<file path="src/design/mqts_pkg.sv">
// shared types and constants for the max queue built from two stacks
`default_nettype none
package mqts_pkg;

  localparam int DATA_W = 32;
  localparam int OUT_TDATA_W = 72;

  localparam logic OP_ENQ = 1'b0;
  localparam logic OP_DEQ = 1'b1;

  typedef struct packed {
    logic start;
    logic xfer_rd;
    logic xfer_wr;
    logic pop;
    logic cap_deq;
    logic cap_rmax;
    logic out_load;
  } cmd_t;

  typedef struct packed {
    logic empty;
    logic left_empty;
    logic right_empty;
    logic out_free;
  } status_t;

endpackage
`default_nettype wire

</file>
<file path="src/design/mqts_ctrl.sv">
// controller state machine for the max queue built from two stacks
`default_nettype none
module mqts_ctrl
  import mqts_pkg::*;
(
  input  wire logic    clk,
  input  wire logic    rst,
  input  wire logic    s_tvalid,
  input  wire logic    s_tuser,
  output logic         s_tready,
  input  wire status_t status,
  output cmd_t         cmd
);

  localparam logic [2:0] ST_IDLE     = 3'd0;
  localparam logic [2:0] ST_XFER_RD  = 3'd1;
  localparam logic [2:0] ST_XFER_WR  = 3'd2;
  localparam logic [2:0] ST_POP      = 3'd3;
  localparam logic [2:0] ST_DEQ_WAIT = 3'd4;
  localparam logic [2:0] ST_DEQ_MAX  = 3'd5;
  localparam logic [2:0] ST_FIN      = 3'd6;

  logic [2:0] state;
  logic [2:0] state_next;

  assign s_tready = (state == ST_IDLE);

  always_comb begin
    state_next = state;
    cmd = '0;
    case (state)
      ST_IDLE: begin
        if (s_tvalid) begin
          cmd.start = 1'b1;
          if (s_tuser == OP_ENQ || status.empty) begin
            state_next = ST_FIN;
          end else if (status.right_empty) begin
            state_next = ST_XFER_RD;
          end else begin
            state_next = ST_DEQ_WAIT;
          end
        end
      end
      ST_XFER_RD: begin
        cmd.xfer_rd = 1'b1;
        state_next = ST_XFER_WR;
      end
      ST_XFER_WR: begin
        cmd.xfer_wr = 1'b1;
        state_next = status.left_empty ? ST_POP : ST_XFER_RD;
      end
      ST_POP: begin
        cmd.pop = 1'b1;
        state_next = ST_DEQ_WAIT;
      end
      ST_DEQ_WAIT: begin
        cmd.cap_deq = 1'b1;
        state_next = status.right_empty ? ST_FIN : ST_DEQ_MAX;
      end
      ST_DEQ_MAX: begin
        cmd.cap_rmax = 1'b1;
        state_next = ST_FIN;
      end
      ST_FIN: begin
        if (status.out_free) begin
          cmd.out_load = 1'b1;
          state_next = ST_IDLE;
        end
      end
      default: begin
        state_next = ST_IDLE;
      end
    endcase
  end

  always_ff @(posedge clk) begin
    if (rst) begin
      state <= ST_IDLE;
    end else begin
      state <= state_next;
    end
  end

endmodule
`default_nettype wire

</file>
<file path="config.mk">
export PLATFORM = sky130hd
export DESIGN_NAME = mqts_ctrl
export DESIGN_NICKNAME = d
export VERILOG_FILES = /design/src/design/mqts_pkg.sv /design/src/design/mqts_ctrl.sv
export SDC_FILE = /design/constraint.sdc
export NUM_CORES = 1
export LEC_CHECK = 0
export ABC_CLOCK_PERIOD_IN_PS = 1450
export BUFFER_PORTS_ARGS = -buffer_cell sky130_fd_sc_hd__buf_2
export CAP_MARGIN = 20
export CORE_AREA = 2 2 39 41
export CTS_BUF_LIST = sky130_fd_sc_hd__clkbuf_4 sky130_fd_sc_hd__clkbuf_8
export DETAILED_ROUTE_END_ITERATION = 10
export DIE_AREA = 0 0 41 43
export MAX_ROUTING_LAYER = met4
export PLACE_DENSITY = 0.56
export RECOVER_POWER = 50
export SKIP_CTS_REPAIR_TIMING = 1
export SLEW_MARGIN = 20
export SYNTH_ARGS = -nofsm -noshare
export SYNTH_HDL_FRONTEND = slang
export SYNTH_SLANG_ARGS = --single-unit
</file>
<file path="constraint.sdc">
create_clock -name clk -period 1.45 [get_ports clk]
set_input_delay 0.3625 -clock clk [delete_from_list [all_inputs] [get_ports clk]]
set_output_delay 0.3625 -clock clk [all_outputs]
set_load 0.02 [all_outputs]
</file>
==> results.json, run 1 <==
{
  "io_pins": 16,
  "slowest_delay_ps": 340,
  "numCtsBuffers": 3,
  "multi_input_area_um2": 193.9,
  "reg_top3": "state x3",
  "synth.most_common_cell": "nor2_1",
  "portBuffers": 15,
  "die_h_um": 43,
  "end_kind": "primary output",
  "vias": 333,
  "syn_area_per_cell_um2": 7.716,
  "rsz0062_at_grt": "yes",
  "seq_area_um2": 68.82,
  "path_class": "reg2out",
  "die-area_um2": 1763,
  "grt-ovfl-total": 0,
  "grt_util_met3_pct": 3.141,
  "antenna_found_initial": 0,
  "grt_pass1_vias": 247,
  "timing.final.max_slew_violations": 0,
  "synth_top_area_share_pct": 21.62,
  "rows": 14,
  "synth_area_leaders": "dfxtp_1 22%, buf_6 8.1%, nor3b_1 8.1%, a21oi_1 5.4%, nand3b_1 5.4%",
  "gp_congestion": 0.6878,
  "crit_start": "state[0]",
  "synth-edff-count": 0,
  "met1_usage_pct": 9.936,
  "synth-seq-area-share_pct": 21.62,
  "hold_class": "in2reg",
  "slew_headroom_pct": 84.32,
  "final_hold_viol_count": 0,
  "ir_drop_v": 0.0003851,
  "synth_nets": 44,
  "drv_cap": 0,
  "finalCritPeriodShare_pct": 104.8,
  "grt_pass1_wl_um": 966,
  "synth-async-reset-ratio_pct": 0,
  "drt_wl_total_um": 675,
  "cts.path.max_buffers": 2,
  "reg2regPathDepth": 4,
  "root_buffer": "clkbuf_4",
  "cp.arrival_ps": 1160,
  "path_clk_slew_ps": 30,
  "tightestPinTransition_ps": 233.3,
  "grt_max_degree": 11,
  "syn-instance-count": 36,
  "clock_sinks": 3,
  "nNetsFinal": 67,
  "whs_path_depth": 2,
  "drt_pass1_iterations": 4,
  "utilization_pct": 33.54,
  "whs_ps": 335.8,
  "die_w_um": 41,
  "hpwl_um": 537.2,
  "crit_path_start_kind": "flip-flop",
  "r2r-start": "state[0]",
  "syn2layout_area_growth_pct": 67.12,
  "ant_nets": 0,
  "status": "finished, violations left",
  "synth_common_cells": "4 x nor2_1, 3 x a21oi_1, 3 x dfxtp_1, 3 x inv_1, 3 x nor3b_1",
  "power.density_nw_per_um2": 1625,
  "drc": 0,
  "drt_iter0_drc": 5,
  "top_register": "state",
  "yosys.area.top_type": "dfxtp_1",
  "r2r-end": "state[1]",
  "largest_reg_flops": 3,
  "final_cells": 74,
  "whs_endpoint": "state[2]",
  "critPathMaxFanout": 4,
  "finalSetupViolations": 2,
  "drive_above_1_share_pct": 60.34,
  "required_ps": 1090,
  "max_freq_mhz": 658.3,
  "grt_usage_pct": 8.222,
  "netlist_area_um2": 277.8,
  "cts_tree": "done",
  "synth-seq-cells": 3,
  "p_leak_nw": 0.2230,
  "synthFlopType": "dfxtp_1",
  "setup_ws_ps": -68.99,
  "hold_start": "rst",
  "r2r_slack_ps": 150,
  "fin_skew_ps": 2.125,
  "top_usage_layer": "met2",
  "synth.distinct_cells": 21,
  "numPlacedInstances": 67,
  "wl_per_cell_um": 9.122,
  "avgViaCountPerCell": 4.500,
  "fill_cells": 158,
  "diodes": 0,
  "coreArea_um2": 1384,
  "ys.warnings.count": 0,
  "htreeDepth": 1,
  "use_met2_pct": 11.56,
  "violations": "negative setup slack",
  "start_util_pct": 20.07,
  "cp_cell_sequence": "or2_4 -> nor2_4 -> and2_4 -> buf_6",
  "cp_slowest_cell": "dfxtp_4",
  "layout_min_cycle_time_ps": 1519,
  "clkLatencyLatePin_ps": 220
}
[layer usage]
layer / up-vias / routed length, um / share of wire (%)
li1: 175 / - / -
met5: - / 0 / 0
met4: 0 / 0 / 0
met2: 10 / 341 / 51
met1: 148 / 289 / 43
met3: 0 / 44 / 6.5
[cells by family (layout without fill, tap and decap cells)]
family / after synthesis / in the layout / share of synthesized area (%)
compound gates: 10 / 10 / 24.32
simple gates: 17 / 17 / 39.19
flops: 3 / 3 / 21.62
buf+inv: 6 / 28 / 14.87
[worst max path at each step]
stage                        end  slack [ps]
final                     cmd[6]         -70
after global routing      cmd[6]        -110
after CTS                 cmd[6]        -130
after detailed placement  cmd[6]         110
after global placement    cmd[6]         130
after floorplan           cmd[6]          60
[where the power goes]
group	internal, mW	total [mW]	switching [mW]	leakage, nW
clock network	0.121	0.158	0.0364	0.0184
registers	0.118	0.147	0.0283	0.0264
logic	0.229	0.450	0.221	0.178
[placed cells by master (no fill, tap or decap), types with 3 or more instances in the layout]
master / count
a21oi_1: 3
buf_2: 10
buf_6: 3
buf_4: 7
clkbuf_4: 4
nor2_1: 3
[critical path, delay by kind of cell, from the launching register on]
| family | cells | cell delay (ps) |
|---|---|---|
| simple gates | 3 | 490 |
| flops | 1 | 340 |
| buf+inv | 1 | 100 |
[area by class of cell]
type	count	share of cell area [%]
inverters	3	2.426
flip-flops and latches	3	14.82
multi-input cells	27	41.78
clock buffers	4	6.469
repair buffers	21	30.19
well taps	16	4.313
[stage by stage]
step	area (um2)	setup WS [ps]	power (mW)	TNS (ps)
finish	464.2	-68.99	0.7544	-92.76
detailed placement	374.1	111.0	0.5166	0
global placement	374.1	127.3	0.5135	0
floorplan	286.5	61.96	0.4339	0
CTS	404.1	-132.0	0.6790	-332.5
global route	464.2	-114.6	0.8073	-243.2
(Power assumes the default switching activity.)
==> inputs of run 2 (changes only) <==
==> constraint.sdc (replaced) <==
create_clock -name clk -period 1.45 [get_ports clk]
set_input_delay 0.0725 -clock clk [delete_from_list [all_inputs] [get_ports clk]]
set_output_delay 0.0725 -clock clk [all_outputs]
set_load 0.02 [all_outputs]
==> run 2 against run 1 <==
  * The run now ends clean
  * Via count shrank 9.3%
  * Largest power group unchanged
  * First-iteration DRC count is 40% lower
  * Routed wire length fell by 0.44%
  * Critical path type unchanged
  * Total power is 17% lower
  * Register-to-register slack improved by 140 ps
==> results.json, run 2 (synthesized netlist as in run 1, its figures left out) <==
{
  "clkLatencyLatePin_ps": 230,
  "required_ps": 1380,
  "htreeDepth": 1,
  "grt_util_met3_pct": 3.665,
  "r2r-start": "state[0]",
  "wl_per_cell_um": 9.739,
  "p_leak_nw": 0.1789,
  "final_common_cell": "buf_2",
  "cp_slowest_cell": "dfxtp_2",
  "status": "finished clean",
  "netSwitchingFraction_pct": 41.74,
  "die_h_um": 43,
  "ir_drop_v": 0.0005059,
  "coreArea_um2": 1384,
  "syn2layout_area_growth_pct": 36.49,
  "cts_tree": "done",
  "utilization_pct": 27.40,
  "top_register": "state",
  "ant_nets": 0,
  "grt_usage_pct": 8.624,
  "tightestPinTransition_ps": 236.8,
  "p_sw_uw": 262.8,
  "hold_class": "in2reg",
  "finalCritPeriodShare_pct": 90.23,
  "clockPowerShare_pct": 26.0,
  "drive_above_1_share_pct": 43.40,
  "cts.path.max_buffers": 2,
  "path_clk_slew_ps": 40,
  "hpwl_um": 527.2,
  "final_hold_viol_count": 0,
  "p_int_uw": 366.8,
  "r2r_slack_ps": 290,
  "crit_family": "flip-flops",
  "nNetsFinal": 62,
  "drt_pass1_iterations": 2,
  "use_met2_pct": 11.25,
  "fin_skew_ps": 2.313,
  "cp_cell_sequence": "nand2_1 -> or2_2 -> inv_1 -> buf_2",
  "crit_start": "state[1]",
  "drt_wl_total_um": 672,
  "path_class": "reg2out",
  "whs_ps": 43.60,
  "io_pins": 16,
  "top_usage_layer": "met1",
  "rsz0062_at_grt": "no",
  "slowest_delay_ps": 450,
  "layout_min_cycle_time_ps": 1308,
  "rows": 14,
  "gp_congestion": 0.6695,
  "cp.arrival_ps": 1240,
  "diodes": 0,
  "largest_reg_flops": 3,
  "power.density_nw_per_um2": 1661,
  "drc": 0,
  "timing.final.max_slew_violations": 0,
  "portBuffers": 15,
  "end_kind": "primary output",
  "p_seq_share_pct": 26.1,
  "drv_cap": 0,
  "root_buffer": "clkbuf_4",
  "start_util_pct": 20.07,
  "grt-ovfl-total": 0,
  "finalSetupViolations": 0,
  "vias": 302,
  "grt_pass1_vias": 247,
  "hold_start": "rst",
  "fill_cells": 157,
  "numCtsBuffers": 3,
  "met1_usage_pct": 11.50,
  "avgViaCountPerCell": 4.377,
  "grt_max_degree": 16,
  "slew_headroom_pct": 84.08,
  "cp_num_buf_inv": 2,
  "crit_path_start_kind": "flip-flop",
  "drt_iter0_drc": 3,
  "final_cell_mix": "12 x buf_2, 4 x nor2_1, 4 x clkbuf_4",
  "max_freq_mhz": 764.3,
  "p_comb_share_pct": 47.9,
  "grt_pass1_wl_mm": 1.041,
  "die-area_um2": 1763,
  "reg_top3": "state x3",
  "die_w_um": 41,
  "antenna_found_initial": 0,
  "clock_sinks": 3,
  "critPathMaxFanout": 15
}
## run 2: layout make-up
type	count	area, um2	share of cell area, %
Clock buffer	4	30.03	7.921
Inverter	3	11.26	2.970
Multi-Input combinational cell	27	176.4	46.53
Sequential cell	3	62.56	16.50
Tap cell	16	20.02	5.281
Timing Repair Buffer	16	78.83	20.79
## run 2: worst paths after layout
| check | endpoint | depth (start not counted) |
|---|---|---|
| min | state[2] | 2 |
| min reg2reg | state[0] | 1 |
| max reg2reg | state[1] | 3 |
| max | cmd[3] | 4 |
## run 2: power by group through the flow
stage / sequential, mW / clock [mW] / combinational, mW
after floorplan: 0.125 / 0 / 0.287
after global placement: 0.159 / 0 / 0.308
after detailed placement: 0.162 / 0 / 0.310
after CTS: 0.160 / 0.169 / 0.310
after global routing: 0.174 / 0.179 / 0.339
final: 0.164 / 0.163 / 0.302
## run 2: per-stage QoR
stage               cell area, um2  power, mW  std cells  setup WS [ps]  TNS, ps
finish                       379.1     0.6296         69          141.7        0
global route                 379.1     0.6923         69          45.39        0
CTS                          380.4     0.6387         69         -6.767   -6.767
detailed placement           350.3     0.4721         65          219.4        0
global placement             350.3     0.4672         65          265.1        0
floorplan                    277.8     0.4124         36          129.0        0
## run 2: metal layers
| metal | share of wire, % | wire length (um) |
|---|---|---|
| met1 | 48 | 323 |
| met2 | 43 | 286 |
| met3 | 9.2 | 62 |
| met4 | 0 | 0 |
| met5 | 0 | 0 |
## run 2: worst reg2reg max path: cells and delay by family, from the launching register on
family,cells,cell delay [ps]
simple gates,1,260
flops,1,350
compound gates,2,450
